**config.mk**
```make
export PLATFORM = sky130hd
export DESIGN_NAME = c_source_tokenizer_unit
export DESIGN_NICKNAME = d
export VERILOG_FILES = /design/src/rtl/core/cst_pkg.sv /design/src/rtl/core/cst_front.sv /design/src/rtl/core/cst_queue.sv /design/src/rtl/core/cst_back.sv /design/src/rtl/core/c_source_tokenizer_unit.sv
export SDC_FILE = /design/constraint.sdc
export NUM_CORES = 1
export LEC_CHECK = 0
export BUFFER_PORTS_ARGS = -buffer_cell sky130_fd_sc_hd__buf_2
export CAP_MARGIN = 5
export CELL_PAD_IN_SITES_DETAIL_PLACEMENT = 2
export CELL_PAD_IN_SITES_GLOBAL_PLACEMENT = 2
export CORE_ASPECT_RATIO = 1.75
export CORE_MARGIN = 2
export CORE_UTILIZATION = 45
export CTS_CLUSTER_SIZE = 24
export DETAILED_ROUTE_END_ITERATION = 8
export HOLD_SLACK_MARGIN = 0.05
export PLACE_DENSITY_LB_ADDON = 0.1
export SKIP_CTS_REPAIR_TIMING = 1
export SLEW_MARGIN = 5
export SYNTH_ARGS = -nofsm -noshare
export SYNTH_HDL_FRONTEND = slang
export SYNTH_SLANG_ARGS = --single-unit
export TNS_END_PERCENT = 5
```
**constraint.sdc**
```tcl
create_clock -name clk -period 10.79 [get_ports clk]
set_clock_uncertainty 0.05 [all_clocks]
set_input_delay 1.079 -clock clk [delete_from_list [all_inputs] [get_ports clk]]
set_output_delay 1.079 -clock clk [all_outputs]
set_load 0.02 [all_outputs]
```
**src/rtl/core/cst_pkg.sv**
```systemverilog
// ----------------------------------------------------------------------------
// cst_pkg
// Shared types and constants for the C source tokenizer: record layouts,
// token class codes, queue sizing and the keyword table.
// ----------------------------------------------------------------------------
package cst_pkg;

  // Input item: one source byte or an end marker.
  typedef struct packed {
    logic [7:0] source_byte;
    logic       end_of_input;
  } in_item_t;

  // Result item as seen on the output port.
  typedef struct packed {
    logic [2:0]  token_class;
    logic [31:0] token_start;
    logic [7:0]  token_length;
    logic [5:0]  keyword_index;
    logic [7:0]  single_char;
    logic        last_of_run;
  } out_item_t;

  // Token class codes.
  localparam logic [2:0] CLS_KEYWORD  = 3'd0;
  localparam logic [2:0] CLS_IDENT    = 3'd1;
  localparam logic [2:0] CLS_INT      = 3'd2;
  localparam logic [2:0] CLS_FLOAT    = 3'd3;
  localparam logic [2:0] CLS_CHAR     = 3'd4;
  localparam logic [2:0] CLS_STRING   = 3'd5;
  localparam logic [2:0] CLS_OP       = 3'd6;
  localparam logic [2:0] CLS_MISMATCH = 3'd7;

  // Length cap: min(TOKEN_LEN_LIMIT, 255).
  localparam int         TOKEN_LEN_LIMIT = 255;
  localparam logic [7:0] LEN_CAP = 8'((TOKEN_LEN_LIMIT > 255) ? 255 : TOKEN_LEN_LIMIT);

  // Token record between front and back. The back resolves keywords from
  // the packed first characters of a word token.
  typedef struct packed {
    logic [2:0]  cls;
    logic [31:0] start;
    logic [7:0]  length;
    logic [63:0] window;
    logic        kw_cand;
    logic [7:0]  single_char;
  } tok_rec_t;

  typedef struct packed {
    tok_rec_t rec;
    logic     last;
  } qent_t;

  // Front-to-queue write bundle: up to two records per transaction.
  typedef struct packed {
    logic [1:0] n;
    qent_t      e0;
    qent_t      e1;
  } q_wr_t;

  localparam int QDEPTH = 4;
  localparam int QAW    = $clog2(QDEPTH);
  localparam int QCW    = $clog2(QDEPTH + 1);

  // Keyword table, characters packed right-aligned, first character highest.
  localparam int KW_COUNT = 34;
  localparam logic [63:0] KW_WORDS [KW_COUNT] = '{
    64'h6175746f,          // auto
    64'h627265616b,        // break
    64'h63617365,          // case
    64'h63686172,          // char
    64'h636f6e7374,        // const
    64'h636f6e74696e7565,  // continue
    64'h64656661756c74,    // default
    64'h646f,              // do
    64'h646f75626c65,      // double
    64'h656c7365,          // else
    64'h656e756d,          // enum
    64'h65787465726e,      // extern
    64'h666c6f6174,        // float
    64'h666f72,            // for
    64'h676f746f,          // goto
    64'h6966,              // if
    64'h696e6c696e65,      // inline
    64'h696e74,            // int
    64'h6c6f6e67,          // long
    64'h7265676973746572,  // register
    64'h7265737472696374,  // restrict
    64'h72657475726e,      // return
    64'h73686f7274,        // short
    64'h7369676e6564,      // signed
    64'h73697a656f66,      // sizeof
    64'h737461746963,      // static
    64'h737472756374,      // struct
    64'h737769746368,      // switch
    64'h74797065646566,    // typedef
    64'h756e696f6e,        // union
    64'h756e7369676e6564,  // unsigned
    64'h766f6964,          // void
    64'h766f6c6174696c65,  // volatile
    64'h7768696c65         // while
  };

  typedef struct packed {
    logic       found;
    logic [5:0] idx;
  } kw_hit_t;

  // Parallel compare against all keywords. Word characters are nonzero, so
  // a packed match also implies a length match.
  function automatic kw_hit_t kw_lookup(input logic [63:0] w);
    kw_hit_t h;
    h = '0;
    for (int i = 0; i < KW_COUNT; i++) begin
      if (w == KW_WORDS[i]) begin
        h.found = 1'b1;
        h.idx   = 6'(i);
      end
    end
    return h;
  endfunction

endpackage

```
**src/rtl/core/cst_front.sv**
```systemverilog
// ----------------------------------------------------------------------------
// cst_front
// Lexer front end: per-byte mode update, up to two token records per
// transaction (the terminating byte is rescanned from idle).
// ----------------------------------------------------------------------------
module cst_front #(
  parameter int POSITION_BITS = 32
) (
  input  logic             clk,
  input  logic             rst_n,
  input  logic             take,
  input  cst_pkg::in_item_t item,
  output cst_pkg::q_wr_t   wr
);
  import cst_pkg::*;

  localparam logic [3:0] M_IDLE   = 4'd0;
  localparam logic [3:0] M_IDENT  = 4'd1;
  localparam logic [3:0] M_INT    = 4'd2;
  localparam logic [3:0] M_FLOAT  = 4'd3;
  localparam logic [3:0] M_CHAR1  = 4'd4;
  localparam logic [3:0] M_CHAR2  = 4'd5;
  localparam logic [3:0] M_STRING = 4'd6;
  localparam logic [3:0] M_SLASH  = 4'd7;
  localparam logic [3:0] M_LINE   = 4'd8;
  localparam logic [3:0] M_BLOCK  = 4'd9;
  localparam logic [3:0] M_STAR   = 4'd10;

  localparam logic [7:0] CH_UNDER  = 8'h5F;
  localparam logic [7:0] CH_DOT    = 8'h2E;
  localparam logic [7:0] CH_QUOTE  = 8'h27;
  localparam logic [7:0] CH_DQUOTE = 8'h22;
  localparam logic [7:0] CH_SLASH  = 8'h2F;
  localparam logic [7:0] CH_STAR   = 8'h2A;
  localparam logic [7:0] CH_NL     = 8'h0A;

  logic [3:0]               mode_r, mode_nxt;
  logic [POSITION_BITS-1:0] pos_r, pos_nxt;
  logic [POSITION_BITS-1:0] start_r, start_nxt;
  logic [7:0]               len_r, len_nxt;
  logic [63:0]              win_r, win_nxt;
  logic                     long_r, long_nxt;

  tok_rec_t   rec_a, rec_b;
  logic       a_v, b_v, redo;
  logic [7:0] c;

  function automatic logic is_space(input logic [7:0] x);
    return (x == 8'h20) || (x >= 8'h09 && x <= 8'h0D);
  endfunction

  function automatic logic is_alpha(input logic [7:0] x);
    return (x >= 8'h61 && x <= 8'h7A) || (x >= 8'h41 && x <= 8'h5A);
  endfunction

  function automatic logic is_digit(input logic [7:0] x);
    return x >= 8'h30 && x <= 8'h39;
  endfunction

  function automatic logic is_op(input logic [7:0] x);
    logic r;
    case (x)
      8'h2B, 8'h2D, 8'h2A, 8'h2F, 8'h3D, 8'h3E, 8'h3C, 8'h21, 8'h26, 8'h7C,
      8'h25, 8'h5E, 8'h28, 8'h29, 8'h7B, 8'h7D, 8'h5B, 8'h5D, 8'h3B, 8'h2C,
      8'h2E, 8'h3A: r = 1'b1;
      default:      r = 1'b0;
    endcase
    return r;
  endfunction

  function automatic logic [7:0] sat_inc(input logic [7:0] v);
    return (v < LEN_CAP) ? v + 8'd1 : v;
  endfunction

  function automatic logic [31:0] to_start(input logic [POSITION_BITS-1:0] p);
    logic [63:0] e;
    e = 64'(p);
    return e[31:0];
  endfunction

  function automatic tok_rec_t mk(input logic [2:0] cls,
                                  input logic [POSITION_BITS-1:0] st,
                                  input logic [7:0] len,
                                  input logic [63:0] w,
                                  input logic kwc,
                                  input logic [7:0] ch);
    tok_rec_t r;
    r.cls         = cls;
    r.start       = to_start(st);
    r.length      = len;
    r.window      = w;
    r.kw_cand     = kwc;
    r.single_char = ch;
    return r;
  endfunction

  assign c = item.source_byte;

  always_comb begin
    mode_nxt  = mode_r;
    pos_nxt   = pos_r;
    start_nxt = start_r;
    len_nxt   = len_r;
    win_nxt   = win_r;
    long_nxt  = long_r;
    rec_a     = '0;
    rec_b     = '0;
    a_v       = 1'b0;
    b_v       = 1'b0;
    redo      = 1'b0;
    if (take) begin
      if (item.end_of_input) begin
        // flush pending token, position holds
        unique case (mode_r)
          M_IDENT: begin
            a_v   = 1'b1;
            rec_a = mk(CLS_IDENT, start_r, len_r, win_r, !long_r, 8'd0);
          end
          M_INT: begin
            a_v   = 1'b1;
            rec_a = mk(CLS_INT, start_r, len_r, '0, 1'b0, 8'd0);
          end
          M_FLOAT: begin
            a_v   = 1'b1;
            rec_a = mk(CLS_FLOAT, start_r, len_r, '0, 1'b0, 8'd0);
          end
          M_STRING: begin
            a_v   = 1'b1;
            rec_a = mk(CLS_STRING, start_r, sat_inc(len_r), '0, 1'b0, 8'd0);
          end
          M_SLASH: begin
            a_v   = 1'b1;
            rec_a = mk(CLS_OP, start_r, 8'd1, '0, 1'b0, CH_SLASH);
          end
          default: ;
        endcase
        mode_nxt = M_IDLE;
        len_nxt  = 8'd0;
        win_nxt  = '0;
        long_nxt = 1'b0;
      end else begin
        pos_nxt = pos_r + POSITION_BITS'(1);
        unique case (mode_r)
          M_IDENT: begin
            if (is_alpha(c) || is_digit(c) || c == CH_UNDER) begin
              if (len_r < 8'd8) win_nxt = {win_r[55:0], c};
              else long_nxt = 1'b1;
              len_nxt = sat_inc(len_r);
            end else begin
              a_v   = 1'b1;
              rec_a = mk(CLS_IDENT, start_r, len_r, win_r, !long_r, 8'd0);
              redo  = 1'b1;
            end
          end
          M_INT: begin
            if (is_digit(c)) begin
              len_nxt = sat_inc(len_r);
            end else if (c == CH_DOT) begin
              len_nxt  = sat_inc(len_r);
              mode_nxt = M_FLOAT;
            end else begin
              a_v   = 1'b1;
              rec_a = mk(CLS_INT, start_r, len_r, '0, 1'b0, 8'd0);
              redo  = 1'b1;
            end
          end
          M_FLOAT: begin
            if (is_digit(c)) begin
              len_nxt = sat_inc(len_r);
            end else begin
              a_v   = 1'b1;
              rec_a = mk(CLS_FLOAT, start_r, len_r, '0, 1'b0, 8'd0);
              redo  = 1'b1;
            end
          end
          M_CHAR1: begin
            len_nxt  = 8'd2;
            mode_nxt = M_CHAR2;
          end
          M_CHAR2: begin
            mode_nxt = M_IDLE;
            if (c == CH_QUOTE) begin
              a_v   = 1'b1;
              rec_a = mk(CLS_CHAR, start_r, 8'd3, '0, 1'b0, 8'd0);
            end else begin
              redo = 1'b1;  // broken char literal: drop it, rescan this byte
            end
          end
          M_STRING: begin
            len_nxt = sat_inc(len_r);
            if (c == CH_DQUOTE) begin
              a_v      = 1'b1;
              rec_a    = mk(CLS_STRING, start_r, sat_inc(len_r), '0, 1'b0, 8'd0);
              mode_nxt = M_IDLE;
            end
          end
          M_SLASH: begin
            if (c == CH_SLASH) begin
              mode_nxt = M_LINE;
            end else if (c == CH_STAR) begin
              mode_nxt = M_BLOCK;
            end else begin
              a_v   = 1'b1;
              rec_a = mk(CLS_OP, start_r, 8'd1, '0, 1'b0, CH_SLASH);
              redo  = 1'b1;
            end
          end
          M_LINE: begin
            if (c == CH_NL) mode_nxt = M_IDLE;
          end
          M_BLOCK: begin
            if (c == CH_STAR) mode_nxt = M_STAR;
          end
          M_STAR: begin
            if (c == CH_SLASH) mode_nxt = M_IDLE;
            else if (c != CH_STAR) mode_nxt = M_BLOCK;
          end
          default: redo = 1'b1;
        endcase

        // scan from idle: a fresh byte, or the byte that ended a token
        if (redo) begin
          mode_nxt = M_IDLE;
          if (is_space(c)) begin
            mode_nxt = M_IDLE;
          end else if (is_alpha(c) || c == CH_UNDER) begin
            mode_nxt  = M_IDENT;
            start_nxt = pos_r;
            len_nxt   = 8'd1;
            win_nxt   = {56'd0, c};
            long_nxt  = 1'b0;
          end else if (is_digit(c)) begin
            mode_nxt  = M_INT;
            start_nxt = pos_r;
            len_nxt   = 8'd1;
          end else if (c == CH_QUOTE) begin
            mode_nxt  = M_CHAR1;
            start_nxt = pos_r;
            len_nxt   = 8'd1;
          end else if (c == CH_DQUOTE) begin
            mode_nxt  = M_STRING;
            start_nxt = pos_r;
            len_nxt   = 8'd1;
          end else if (c == CH_SLASH) begin
            mode_nxt  = M_SLASH;
            start_nxt = pos_r;
            len_nxt   = 8'd1;
          end else if (is_op(c)) begin
            b_v   = 1'b1;
            rec_b = mk(CLS_OP, pos_r, 8'd1, '0, 1'b0, c);
          end else begin
            b_v   = 1'b1;
            rec_b = mk(CLS_MISMATCH, pos_r, 8'd1, '0, 1'b0, c);
          end
        end
      end
    end
  end

  // compact the pair; last flag on the final record of the transaction
  always_comb begin
    wr.n       = {1'b0, a_v} + {1'b0, b_v};
    wr.e0.rec  = a_v ? rec_a : rec_b;
    wr.e0.last = !(a_v && b_v);
    wr.e1.rec  = rec_b;
    wr.e1.last = 1'b1;
  end

  always_ff @(posedge clk) begin
    if (!rst_n) begin
      mode_r  <= M_IDLE;
      pos_r   <= '0;
      start_r <= '0;
      len_r   <= 8'd0;
      win_r   <= '0;
      long_r  <= 1'b0;
    end else begin
      mode_r  <= mode_nxt;
      pos_r   <= pos_nxt;
      start_r <= start_nxt;
      len_r   <= len_nxt;
      win_r   <= win_nxt;
      long_r  <= long_nxt;
    end
  end

endmodule

```
**src/rtl/core/cst_queue.sv**
```systemverilog
// ----------------------------------------------------------------------------
// cst_queue
// Record queue between front and back: two writes, one read per cycle.
// ----------------------------------------------------------------------------
module cst_queue (
  input  logic            clk,
  input  logic            rst_n,
  input  cst_pkg::q_wr_t  wr,
  output logic            full,
  output logic            rd_valid,
  output cst_pkg::qent_t  rd_entry,
  input  logic            rd_ready
);
  import cst_pkg::*;

  qent_t          mem_r [QDEPTH];
  logic [QAW-1:0] wp_r, rp_r;
  logic [QCW-1:0] cnt_r;
  logic           rd_fire;

  // room for a worst-case pair of records
  assign full     = cnt_r > QCW'(QDEPTH - 2);
  assign rd_valid = cnt_r != '0;
  assign rd_entry = mem_r[rp_r];
  assign rd_fire  = rd_valid && rd_ready;

  always_ff @(posedge clk) begin
    if (wr.n != 2'd0) mem_r[wp_r] <= wr.e0;
    if (wr.n == 2'd2) mem_r[QAW'(wp_r + QAW'(1))] <= wr.e1;
  end

  always_ff @(posedge clk) begin
    if (!rst_n) begin
      wp_r  <= '0;
      rp_r  <= '0;
      cnt_r <= '0;
    end else begin
      wp_r  <= wp_r + QAW'(wr.n);
      rp_r  <= rp_r + QAW'(rd_fire);
      cnt_r <= cnt_r + QCW'(wr.n) - QCW'(rd_fire);
    end
  end

endmodule

```
**src/rtl/core/cst_back.sv**
```systemverilog
// ----------------------------------------------------------------------------
// cst_back
// Back end: keyword resolution and the output register.
// ----------------------------------------------------------------------------
module cst_back (
  input  logic              clk,
  input  logic              rst_n,
  input  logic              rd_valid,
  input  cst_pkg::qent_t    rd_entry,
  output logic              rd_ready,
  output logic              empty,
  input  logic              pop,
  output cst_pkg::out_item_t out_item
);
  import cst_pkg::*;

  logic      valid_r;
  out_item_t data_r, data_nxt;
  kw_hit_t   hit;
  logic      is_kw;
  logic      load;

  assign hit   = kw_lookup(rd_entry.rec.window);
  assign is_kw = rd_entry.rec.kw_cand && hit.found;

  always_comb begin
    data_nxt.token_class   = is_kw ? CLS_KEYWORD : rd_entry.rec.cls;
    data_nxt.token_start   = rd_entry.rec.start;
    data_nxt.token_length  = rd_entry.rec.length;
    data_nxt.keyword_index = is_kw ? hit.idx : 6'd0;
    data_nxt.single_char   = rd_entry.rec.single_char;
    data_nxt.last_of_run   = rd_entry.last;
  end

  assign load     = rd_valid && (!valid_r || pop);
  assign rd_ready = load;
  assign empty    = !valid_r;
  assign out_item = data_r;

  always_ff @(posedge clk) begin
    if (load) data_r <= data_nxt;
  end

  always_ff @(posedge clk) begin
    if (!rst_n) begin
      valid_r <= 1'b0;
    end else if (load) begin
      valid_r <= 1'b1;
    end else if (pop) begin
      valid_r <= 1'b0;
    end
  end

endmodule

```
**src/rtl/core/c_source_tokenizer_unit.sv**
```systemverilog
// ----------------------------------------------------------------------------
// c_source_tokenizer_unit
// Streaming C lexer: one source byte per input transaction, one token record
// per output transaction.
// ----------------------------------------------------------------------------
// Usage:
//   Input side is a queue write port: drive in_item and raise push; the
//   transaction completes on a clock edge with push high and full low. An
//   item with end_of_input set flushes the pending token; its byte is
//   ignored and the position counter does not advance.
//   Output side is a queue read port: while empty is low, out_item holds the
//   oldest record; it is taken on an edge with pop high. last_of_run marks
//   the final record produced by one input transaction (at most two).
//   Path: a record is written into the queue at the accepting edge and then
//   loaded into the output register once the queue holds it and the register
//   is empty or being popped; a second record from the same byte follows it.
//   Throughput: one byte per cycle while full is low, as the front end
//   updates its mode on every accepted byte. The back end drains one record
//   per cycle while the output register is empty or popped, so a byte that
//   yields two records outpaces it; a four-entry queue absorbs the burst, and
//   full rises when fewer than two entries are free. A stalled reader fills
//   the queue and then full holds off the writer; no record is dropped.
//   Reset (rst_n low, synchronous) empties the queue and output register,
//   returns the lexer to idle and clears the byte position.
// ----------------------------------------------------------------------------
module c_source_tokenizer_unit #(
  parameter int POSITION_BITS = 32
) (
  input  logic               clk,
  input  logic               rst_n,
  input  logic               push,
  output logic               full,
  input  cst_pkg::in_item_t  in_item,
  output logic               empty,
  input  logic               pop,
  output cst_pkg::out_item_t out_item
);
  import cst_pkg::*;

  logic   take;
  q_wr_t  q_wr;
  logic   q_rd_valid;
  qent_t  q_rd_entry;
  logic   q_rd_ready;

  // front only advances on an accepted transaction
  assign take = push && !full;

  cst_front #(
    .POSITION_BITS (POSITION_BITS)
  ) u_front (
    .clk   (clk),
    .rst_n (rst_n),
    .take  (take),
    .item  (in_item),
    .wr    (q_wr)
  );

  cst_queue u_queue (
    .clk      (clk),
    .rst_n    (rst_n),
    .wr       (q_wr),
    .full     (full),
    .rd_valid (q_rd_valid),
    .rd_entry (q_rd_entry),
    .rd_ready (q_rd_ready)
  );

  cst_back u_back (
    .clk      (clk),
    .rst_n    (rst_n),
    .rd_valid (q_rd_valid),
    .rd_entry (q_rd_entry),
    .rd_ready (q_rd_ready),
    .empty    (empty),
    .pop      (pop),
    .out_item (out_item)
  );

endmodule
```
==> impl_metrics.csv <==
group,metric,value,unit
placement,port_buffers,72,
detailed_routing,drc,0,
sta,fin_crit,6480,ps
floorplanning,initial_core_util,45.34,%
detailed_routing,dr.pass1.iters,5,
yosys,synth_edf_count,234,
yosys,yosysTopAreaCellShare,29.95,%
yosys,ys_ff_latch,675,
worst_setup_path,required,11270,ps
floorplanning,die-width,197.5,microns
worst_setup_path,start_kind,"primary input",
floorplanning,ios,73,
floorplanning,core-area,65010,sq um
yosys,synthFlopType,"dfxtp_1",
detailed_routing,via_per_inst,6.713,
global_route,antenna_found_initial,2,
cts,cts_tree,"done",
sta,fmax,0.1543,GHz
layout,layout_common_cells,"dfxtp_1 (439), a22o_1 (349), edfxtp_1 (234)",
hold_path,min_to,"u_queue.mem_r[1][80]",
sta,post-route-period-util,60.05,%
global_route,first_global_vias,24010,
sta,worstMarginPinSlew,1143,ps
worst_setup_path,max_stage_delay,820,ps
global_route,overflow,0,
yosys,synthCells,2430,
detailed_routing,vias,21900,
layout,drive_gt1_share,15.06,%
hold_path,holdCritPathClass,"reg -> reg",
yosys,ys_async_sr_fraction,0,%
floorplanning,dieHeight,342.6,microns
cts,path_clk_slew,70,ps
sta,final-hold-violation-count,0,
floorplanning,fp-row-count,124,
detailed_routing,drtAntennaViolNets,0,
sta,drv_slew,0,
yosys,synth.area.top_cells,"dfxtp_1 (30%), edfxtp_1 (24%), a22o_1 (10%), mux4_2 (7.0%), a32o_1 (4.3%)",
hold_path,min_from,"u_queue.mem_r[1][80]",
detailed_routing,drt-wirelength-per-cell,32.68,microns
power_and_ir_drop,ir_drop,0.1746,mV
worst_setup_path,reg2regPathDepth,10,
yosys,synth_top_area_cell,"dfxtp_1",
yosys,syn_avg_cell_area,12.13,sq um
placement,gp_congestion,0.9702,
worst_setup_path,r2r_slack,4700,ps
power_and_ir_drop,power-per-cell-area,191.7,nW/um^2
global_route,grt_pass1_wl,160800,microns
sta,relSlewSlack,23.83,%
global_route,grt_usage,31.73,%
hold_path,holdPathStages,1,
yosys,netlist_area,29480,sq um
cts,cts.htree.levels,2,
layout,post-route-util,50.08,%
worst_setup_path,arrival,6960,ps
global_route,grt_max_degree,105,
yosys,seq_area_frac_synth,53.79,%
layout,areaGrowthSynthToFinish,10.45,%
cts,cts_max_path_buffers,3,
worst_setup_path,worstPathMaxFanout,73,
worst_setup_path,end_kind,"flop",
layout,antenna_cells,0,
status,status,"finished clean",
worst_setup_path,crit_path_top_delay_cell,"nor4b_1",
placement,hpwlAfterDp,68540,microns
yosys,synth_warnings,0,
sta,rsz0062_at_grt,"false",
worst_setup_path,path_cells,"buf_2 > nor4b_1 > nand4_1 > nor3b_1 > o31a_1 > o31ai_2 > buf_4 > clkinv_1 > ha_1 > nand2_1 > nor2_1 > nor2_4 > buf_4 > inv_2 > buf_4 > nor2_1 > a21oi_1",
cts,root_buffer,"clkbuf_16",
layout,final_common_cell,"dfxtp_1",
cts,clk_latency,660,ps
sta,finalSetupViolations,0,
worst_setup_path,reg2reg_to,"u_back.out_item[57]",
cts,clkSinkCount,675,
layout,nets,2413,
power_and_ir_drop,leakagePower,0.01151,uW
worst_setup_path,path_class,"in -> reg",
detailed_routing,wirelength,106600,microns
floorplanning,dieArea,67650,sq um
yosys,synth_cell_type_count,89,
worst_setup_path,crit_top_cell,"buf_4",
flow_run,cap_violations,0,
sta,fin_setup_tns,0,ps
worst_setup_path,r2r_start,"u_queue.rp_r[1]",
yosys,syn_nets,2453,
detailed_routing,drtIter0Drc,1413,
cts,cts_buffers,61,
## synth_stat cells, drive strengths merged (9+ instances only)
cell type	n
nor2	121
mux4	111
o21ai	63
or3	20
and4	10
a32o	128
buf	50
nand4	30
a21oi	34
inv	32
nand3	41
and3	16
o22ai	12
or2	11
edfxtp	234
a21o	24
nand4b	15
nand2	103
a22o	349
dfxtp	441
nor2b	57
a21boi	10
mux2i	43
nand2b	26
ha	9
nor4	34
and2	42
clkbuf	171
nor3	37
or4	12
xnor2	22
## layer usage
layer	global-route usage, %	up-vias	part of all wire (%)
li1	-	9490	-
met4	14.57	2	4.8
met1	34.81	11620	36
met2	60.46	578	55
met3	3.686	208	3.8
met5	0	-	0.012
## state kept, by name, summed over array words and instances, names as in the netlist
name	flops
u_front.mode_r	4
u_queue.rp_r	2
u_front.len_r	8
u_queue.cnt_r	3
u_front.pos_r	32
u_back.out_item	58
u_front.win_r	64
u_queue.mem_r	468
u_queue.wp_r	2
u_front.long_r	1
u_back.valid_r	1
u_front.start_r	32
## final cells by class
type / count / area (sq um)
inverter: 35 / 131.4
clock buffer: 90 / 1882
multi-input combinational: 1499 / 12700
tap: 819 / 1025
fill: 6301 / 32450
sequential: 675 / 15860
clock inverter: 26 / 244.0
timing repair buffer: 118 / 718.2
## how the worst max path moves through the flow
stage                     startpoint                     to  slack [ps]
after floorplan           in_item[7]  u_queue.mem_r[0][100]        4680
after global placement    in_item[6]    u_queue.mem_r[2][0]        3980
after detailed placement  in_item[6]  u_queue.mem_r[0][107]        3680
after CTS                 in_item[6]    u_queue.mem_r[2][0]        4370
after global routing      in_item[6]    u_queue.mem_r[2][0]        3830
final                     in_item[6]    u_queue.mem_r[2][0]        4310
## power breakdown
| group | total [uW] | switching, uW | internal [uW] |
|---|---|---|---|
| logic | 1000 | 676 | 324 |
| clock network | 2300 | 1020 | 1280 |
| registers | 2940 | 121 | 2820 |
## cell families after synthesis
kind of cell | after synthesis | synth area share [%]
and+or+nand+nor | 616 | 11.55
AOI/OAI and AO/OA | 686 | 19.46
xor gates and xnor gates | 30 | 0.8914
muxes | 157 | 10.30
buffers and inverters | 256 | 3.566
DFF | 675 | 53.79
adders and majority gates | 10 | 0.4499
## worst max-delay path: cells and delay by family
kind	cells	cell delay [ps]
compound gates	3	590
fa+ha+maj	1	440
buf+inv	6	2410
simple gates	7	2310
## metrics by stage
stage / power [uW] / std cells / instance area [sq um] / worst slack (ps) / hold slack [ps]
floorplan: 3611 / 2430 / 29480 / 4681 / 369.8
detailed placement: 4003 / 3146 / 30430 / 3683 / 398.5
global route: 6450 / 3262 / 32560 / 3832 / 441.5
CTS: 6295 / 3262 / 32560 / 4368 / 425.4
global placement: 3974 / 3146 / 30430 / 3978 / 382.5
finish: 6242 / 3262 / 32560 / 4310 / 423.5
No activity file was read; power rests on OpenSTA's default activity.
